--- config.mk ---
export PLATFORM = sky130hd
export DESIGN_NAME = rptc_ctrl
export DESIGN_NICKNAME = d
export VERILOG_FILES = /design/src/sv/rptc_pkg.sv /design/src/sv/rptc_ctrl.sv
export VERILOG_INCLUDE_DIRS = /design/src /design/src/sv
export SDC_FILE = /design/constraint.sdc
export NUM_CORES = 1
export LEC_CHECK = 0
export BUFFER_PORTS_ARGS = -buffer_cell sky130_fd_sc_hd__buf_2
export CORE_AREA = 2 2 39 41
export CTS_CLUSTER_SIZE = 30
export DETAILED_ROUTE_END_ITERATION = 8
export DIE_AREA = 0 0 41 43
export GPL_TIMING_DRIVEN = 0
export MAX_ROUTING_LAYER = met4
export SLEW_MARGIN = 20
export SYNTH_ARGS = -nofsm -noshare
export SYNTH_HDL_FRONTEND = slang
export SYNTH_SLANG_ARGS = --single-unit
--- constraint.sdc ---
create_clock -name clk_i -period 1.8 [get_ports clk_i]
set_input_delay 0.09 -clock clk_i [delete_from_list [all_inputs] [get_ports clk_i]]
set_output_delay 0.09 -clock clk_i [all_outputs]
set_load 0.005 [all_outputs]
--- src/sv/radar_pulse_tag_checker_combiner_top_defines.svh ---
// Assertion macros shared by the pulse tag checker and combiner RTL.
// Depends on nothing; included by the modules that carry assertions.
`ifndef RADAR_PULSE_TAG_CHECKER_COMBINER_TOP_DEFINES_SVH
`define RADAR_PULSE_TAG_CHECKER_COMBINER_TOP_DEFINES_SVH
`ifndef SYNTH
`define RPTC_ASSERT_IMP(lbl, clk, rstn, ante, cons) \
  lbl: assert property (@(posedge clk) disable iff (!rstn) (ante) |-> (cons)) \
    else $error("assertion failed");
`define RPTC_ASSERT_NXT(lbl, clk, rstn, ante, cons) \
  lbl: assert property (@(posedge clk) disable iff (!rstn) (ante) |=> (cons)) \
    else $error("assertion failed");
`else
`define RPTC_ASSERT_IMP(lbl, clk, rstn, ante, cons)
`define RPTC_ASSERT_NXT(lbl, clk, rstn, ante, cons)
`endif
`endif

--- src/sv/rptc_pkg.sv ---
// Package for the pulse tag checker and combiner: constants, codes, command
// and status structs and the saturation function. Depends on nothing.
package rptc_pkg;

  localparam int unsigned MAX_GATES_DEF = 1024;
  localparam int unsigned CFG_IDX_W     = 3;
  localparam int unsigned CFG_DATA_W    = 16;
  localparam int unsigned DIV_W         = 33;
  localparam int unsigned DIV_CNT_W     = 6;
  localparam logic [DIV_CNT_W-1:0] DIV_STEPS = 6'd33;

  localparam logic [CFG_IDX_W-1:0] REG_INTEGRATE = 3'd0;
  localparam logic [CFG_IDX_W-1:0] REG_FREE_RUN  = 3'd1;
  localparam logic [CFG_IDX_W-1:0] REG_CHANNEL   = 3'd2;
  localparam logic [CFG_IDX_W-1:0] REG_GATES     = 3'd3;
  localparam logic [CFG_IDX_W-1:0] REG_SUMS      = 3'd4;

  typedef logic [2:0] kind_t;
  localparam kind_t K_TAG_PLAIN = 3'd0;
  localparam kind_t K_TAG_INT   = 3'd1;
  localparam kind_t K_EVEN      = 3'd2;
  localparam kind_t K_ODD_I     = 3'd3;
  localparam kind_t K_ODD_Q     = 3'd4;
  localparam kind_t K_GATE      = 3'd5;

  typedef struct packed {
    logic accept;
    logic cap_even;
    logic load_i;
    logic load_q;
    logic div_step;
    logic store_i;
    logic store_q;
    logic out_load;
  } ctrl_cmd_t;

  typedef struct packed {
    kind_t kind;
    logic  div_done;
    logic  out_free;
  } dp_stat_t;

  function automatic logic [15:0] sat16(input logic neg, input logic [DIV_W-1:0] mag);
    logic [15:0] r;
    if (neg) begin
      if (mag > 33'd32768) r = 16'h8000;
      else r = 16'(~mag[15:0] + 16'd1);
    end else begin
      if (mag > 33'd32767) r = 16'h7fff;
      else r = mag[15:0];
    end
    return r;
  endfunction

endpackage

--- src/sv/rptc_ctrl.sv ---
// Controller of the pulse tag checker and combiner: sequences accept,
// even-word capture, the two divisions and the output load. Uses rptc_pkg.
`include "radar_pulse_tag_checker_combiner_top_defines.svh"
module rptc_ctrl (
  input  logic                  clk_i,
  input  logic                  rst_ni,
  input  logic                  in_valid_i,
  output logic                  in_ready_o,
  input  rptc_pkg::dp_stat_t    stat_i,
  output rptc_pkg::ctrl_cmd_t   cmd_o
);

  localparam logic [2:0] S_IDLE = 3'd0;
  localparam logic [2:0] S_CAP  = 3'd1;
  localparam logic [2:0] S_LDI  = 3'd2;
  localparam logic [2:0] S_DIVI = 3'd3;
  localparam logic [2:0] S_LDQ  = 3'd4;
  localparam logic [2:0] S_DIVQ = 3'd5;
  localparam logic [2:0] S_OUT  = 3'd6;

  logic [2:0] state_q, state_d;

  always_comb begin
    state_d = state_q;
    cmd_o   = '0;
    case (state_q)
      S_IDLE: begin
        if (in_valid_i) begin
          cmd_o.accept = 1'b1;
          case (stat_i.kind)
            rptc_pkg::K_ODD_I: state_d = S_CAP;
            rptc_pkg::K_ODD_Q: state_d = S_LDI;
            rptc_pkg::K_GATE:  state_d = S_OUT;
            default:           state_d = S_IDLE;
          endcase
        end
      end
      S_CAP: begin
        cmd_o.cap_even = 1'b1;
        state_d = S_IDLE;
      end
      S_LDI: begin
        cmd_o.load_i = 1'b1;
        state_d = S_DIVI;
      end
      S_DIVI: begin
        if (stat_i.div_done) begin
          cmd_o.store_i = 1'b1;
          state_d = S_LDQ;
        end else begin
          cmd_o.div_step = 1'b1;
        end
      end
      S_LDQ: begin
        cmd_o.load_q = 1'b1;
        state_d = S_DIVQ;
      end
      S_DIVQ: begin
        if (stat_i.div_done) begin
          cmd_o.store_q = 1'b1;
          state_d = S_OUT;
        end else begin
          cmd_o.div_step = 1'b1;
        end
      end
      S_OUT: begin
        if (stat_i.out_free) begin
          cmd_o.out_load = 1'b1;
          state_d = S_IDLE;
        end
      end
      default: state_d = S_IDLE;
    endcase
  end

  assign in_ready_o = (state_q == S_IDLE);

  always_ff @(posedge clk_i or negedge rst_ni) begin
    if (!rst_ni) state_q <= S_IDLE;
    else state_q <= state_d;
  end

  `RPTC_ASSERT_IMP(a_step_not_done, clk_i, rst_ni, cmd_o.div_step, !stat_i.div_done)
  `RPTC_ASSERT_NXT(a_oddq_divides, clk_i, rst_ni,
                   cmd_o.accept && stat_i.kind == rptc_pkg::K_ODD_Q, cmd_o.load_i)
  `RPTC_ASSERT_IMP(a_accept_ready, clk_i, rst_ni, cmd_o.accept, in_ready_o)

endmodule

==> Implementation_results.wiki <==
{| class="wikitable"
! Metric !! Value
|-
| Result of the run || finished, final reports clean
|-
| Critical path endpoint category || flop
|-
| Number of levels the H-tree was split into || 1
|-
| Remaining Overflow, GRT || 0
|-
| DIE AREA || 1760 sq um
|-
| Finish-stage setup viols || 0
|-
| Required time of the worst setup path || 1.95 ns
|-
| Most instantiated library cell after synthesis || nor2_1
|-
| Achievable Freq || 640 MHz
|-
| Min-delay worst type || in -> async
|-
| Time the worst path needs with I/O delays and setup || 1.56 ns
|-
| Slew of the pin with the lowest slew margin || 0.254 ns
|-
| Total clock buffers created by CTS || 3
|-
| Number of global-route vias before repair || 353
|-
| Largest family of logic cells by synthesized area || simple AND/OR/NAND/NOR gates
|-
| FFs w/ async S/R, synth || 1.00
|-
| Placed Cells || 80
|-
| Count of unresolved DRC violations after routing || 0
|-
| Fraction of the cycle the final worst path needs || 0.868
|-
| Fin Hold WS || 0.179 ns
|-
| Arrival @ worst endpoint || 1.71 ns
|-
| Vias per Instance || 5.05
|-
| Register ranked first by flip-flop count || state_q
|-
| Unrepaired setup endpoints after global routing || false
|-
| Post-placement setup slack || 0.242 ns
|-
| Fill cell count || 152
|-
| Synthesized netlist cell count || 48
|-
| Number of setup buffers added after CTS || 0
|-
| Max reg flops || 3
|-
| Cell at the root of the clock tree || clkbuf_4
|-
| Total number of vias || 429
|-
| Number of slew-limit violations in the final report || 0
|-
| Number of cells in the finished layout apart from fillers || 85
|-
| Wirelength per Cell || 10.7 um
|-
| DR pass1 iterations || 4
|-
| Setup ws final || 0.238 ns
|-
| Area of the core region || 1380 sq um
|-
| Floorplan row count || 14
|-
| First-pass GRT wire length || 1.43 mm
|-
| Die outline height || 43 um
|-
| Estimated wirelength of the detail-placed design || 686 um
|-
| Number of register bits inferred by synthesis || 3
|-
| Max clock buf depth || 2
|-
| Category of the most critical setup path || reg -> reg
|-
| Number of library cell types mapped by synthesis || 26
|-
| Total global routing track utilization || 0.120
|-
| Area overhead of the layout relative to synthesis || 36.7%
|-
| CTS Hold Buffers Added || 1
|-
| Number of gates resized after cts || 0
|-
| Number of nets at the end of the flow || 79
|-
| Final ANT Viol Nets || 0
|-
| Commonest register cell after synthesis || dfrtp_1
|-
| Portion of netlist area occupied by mux cells || 0
|-
| Final weighted congestion of routability-driven global placement || 0.781
|-
| Footprint of the multi-input gates || 259 sq um
|-
| Setup crit start kind || flop
|-
| Number of max-capacitance violations reported || 0
|-
| Post-Route Skew || 0.00561 ns
|-
| Fraction of synthesized cell area taken by the top area cell type || 0.202
|-
| Number of buffers added on ports || 16
|-
| Synthesized-area fraction occupied by xor and xnor cells || 0
|-
| Synthesized netlist net count || 57
|-
| Number of synthesized flops with an enable pin || 0
|-
| Initial drt markers || 8
|-
| CTS Sinks || 3
|-
| Die width || 41 um
|-
| Simple-Gate Fraction of Synth Area || 0.401
|-
| Number of warning messages in the yosys log || 0
|-
| Highest net fanout along the worst path || 10
|-
| Largest regs || state_q (3)
|-
| Worst voltage drop across the vdd grid || 0.363 mV
|-
| Sum Neg Setup Slack || 0 ns
|-
| Avg Cell Area, Syn || 7.74 sq um
|-
| IO Pins || 17
|-
| Clock input transition at the sequential cells of the worst setup and hold paths || 0.04 ns
|-
| Largest net degree at the start of global routing || 11
|-
| CTS tree || done
|-
| Cell taking the most area after synthesis || dfrtp_1
|-
| Wire length reported by the detailed router || 912 um
|-
| Synthesized-area fraction occupied by adder cells || 0.0337
|-
| Relative slew slack || 0.829
|-
| Initial Utilization || 0.269
|-
| Diodes inserted || 0
|-
| Clock latency on the worst-skew pair || 0.24 ns
|-
| Sequential fraction of the synthesis area || 0.202
|-
| Number of hold-slack violations in the final timing report || 0
|-
| Power per cell area || 1260 nW/um^2
|-
| Post-Synthesis Cell Area || 372 sq um
|-
| Synthesized-area fraction occupied by ao, oa, aoi and oai cells || 0.263
|-
| Leakage power || 0.000249 uW
|-
| Antenna violations before repair || 0
|-
| Synth area leaders || dfrtp_1 20%, nor2_1 9.1%, buf_6 6.1%
|-
| Total area of sequential cells || 75.1 sq um
|-
| Ratio of cells with drive above 1 in the final layout || 0.391
|}
## worst max-delay path, stage by stage (launching register included)
cell,delay (ns)
dfrtp_1,0.36
buf_6,0.14
inv_2,0.06
ha_1,0.35
or2_2,0.29
a21oi_1,0.13
o21ai_0,0.08
o31ai_1,0.06
## metal layers
metal	routed length (um)	part of all wire	global-route usage
met5	0	0	-
met1	432	0.47	0.160
met3	76	0.083	0.0157
met4	23	0.025	0.0600
met2	381	0.42	0.172
## path summary, 6_finish.rpt
kind | startpoint | endpoint | slack (ns) | depth (start not counted)
max | state_q[1]$_DFFE_PN0P_ | state_q[1]$_DFFE_PN0P_ | 0.24 | 7
min | rst_ni | state_q[1]$_DFFE_PN0P_ | 0.18 | 2
max reg2reg | state_q[1]$_DFFE_PN0P_ | state_q[1]$_DFFE_PN0P_ | 0.24 | 7
min reg2reg | state_q[1]$_DFFE_PN0P_ | state_q[1]$_DFFE_PN0P_ | 0.62 | 2
max in group asynchronous | rst_ni | state_q[2]$_DFFE_PN0P_ | 1.51 | 2
min in group clk_i | stat_i[1] | state_q[0]$_DFFE_PN0P_ | 0.20 | 4
## stage by stage
step | util | total power [uW] | instance area, sq um
after floorplan | - | 407 | 372
after global placement | 0.341 | 511 | 472
after detailed placement | 0.341 | 513 | 472
after CTS | 0.367 | 641 | 508
after global routing | 0.367 | 695 | 508
final | 0.367 | 639 | 508
## power breakdown
part	internal [uW]	leakage, uW	total, uW	switching, uW
clock network	83.3	0.0000150	123	39.4
logic	191	0.000194	409	218
registers	87.9	0.0000404	107	19.3
total	362	0.000249	639	277
## area by class of cell
class	instances	area share
multi-input cells	40	0.510
repair buffers	17	0.177
flip-flops and latches	3	0.148
plain buffers	3	0.0591
clock buffers	4	0.0517
well taps	16	0.0394
inverters	2	0.0148
## cell families (layout without fill, tap and decap cells)
family / after synthesis / count (layout)
AOI/OAI and AO/OA: 13 / 13
adders and majority gates: 1 / 1
buffers and inverters: 5 / 26
DFF: 3 / 3
and+or+nand+nor: 26 / 26
## placed cells by master, fill, tap and decap left out
cell,instances
buf_6,2
clkbuf_1,1
o31ai_1,3
nor3_1,1
clkbuf_4,3
nor2_1,9
a21oi_1,3
a211oi_1,1
o211ai_2,1
nand2b_4,1
o21ai_0,1
inv_2,1
nor3_2,1
and2_1,1
nand2_1,3
nor2b_1,3
buf_2,16
dfrtp_1,3
a22oi_1,1
inv_1,1
buf_4,1
or2_2,1
nand2b_1,3
dlygate4sd3_1,1
nor3b_1,1
ha_1,1
or4_1,1
o32a_1,1
a221oi_1,2
nor4bb_1,1
Note: power is estimated with default switching activity, not from simulation.
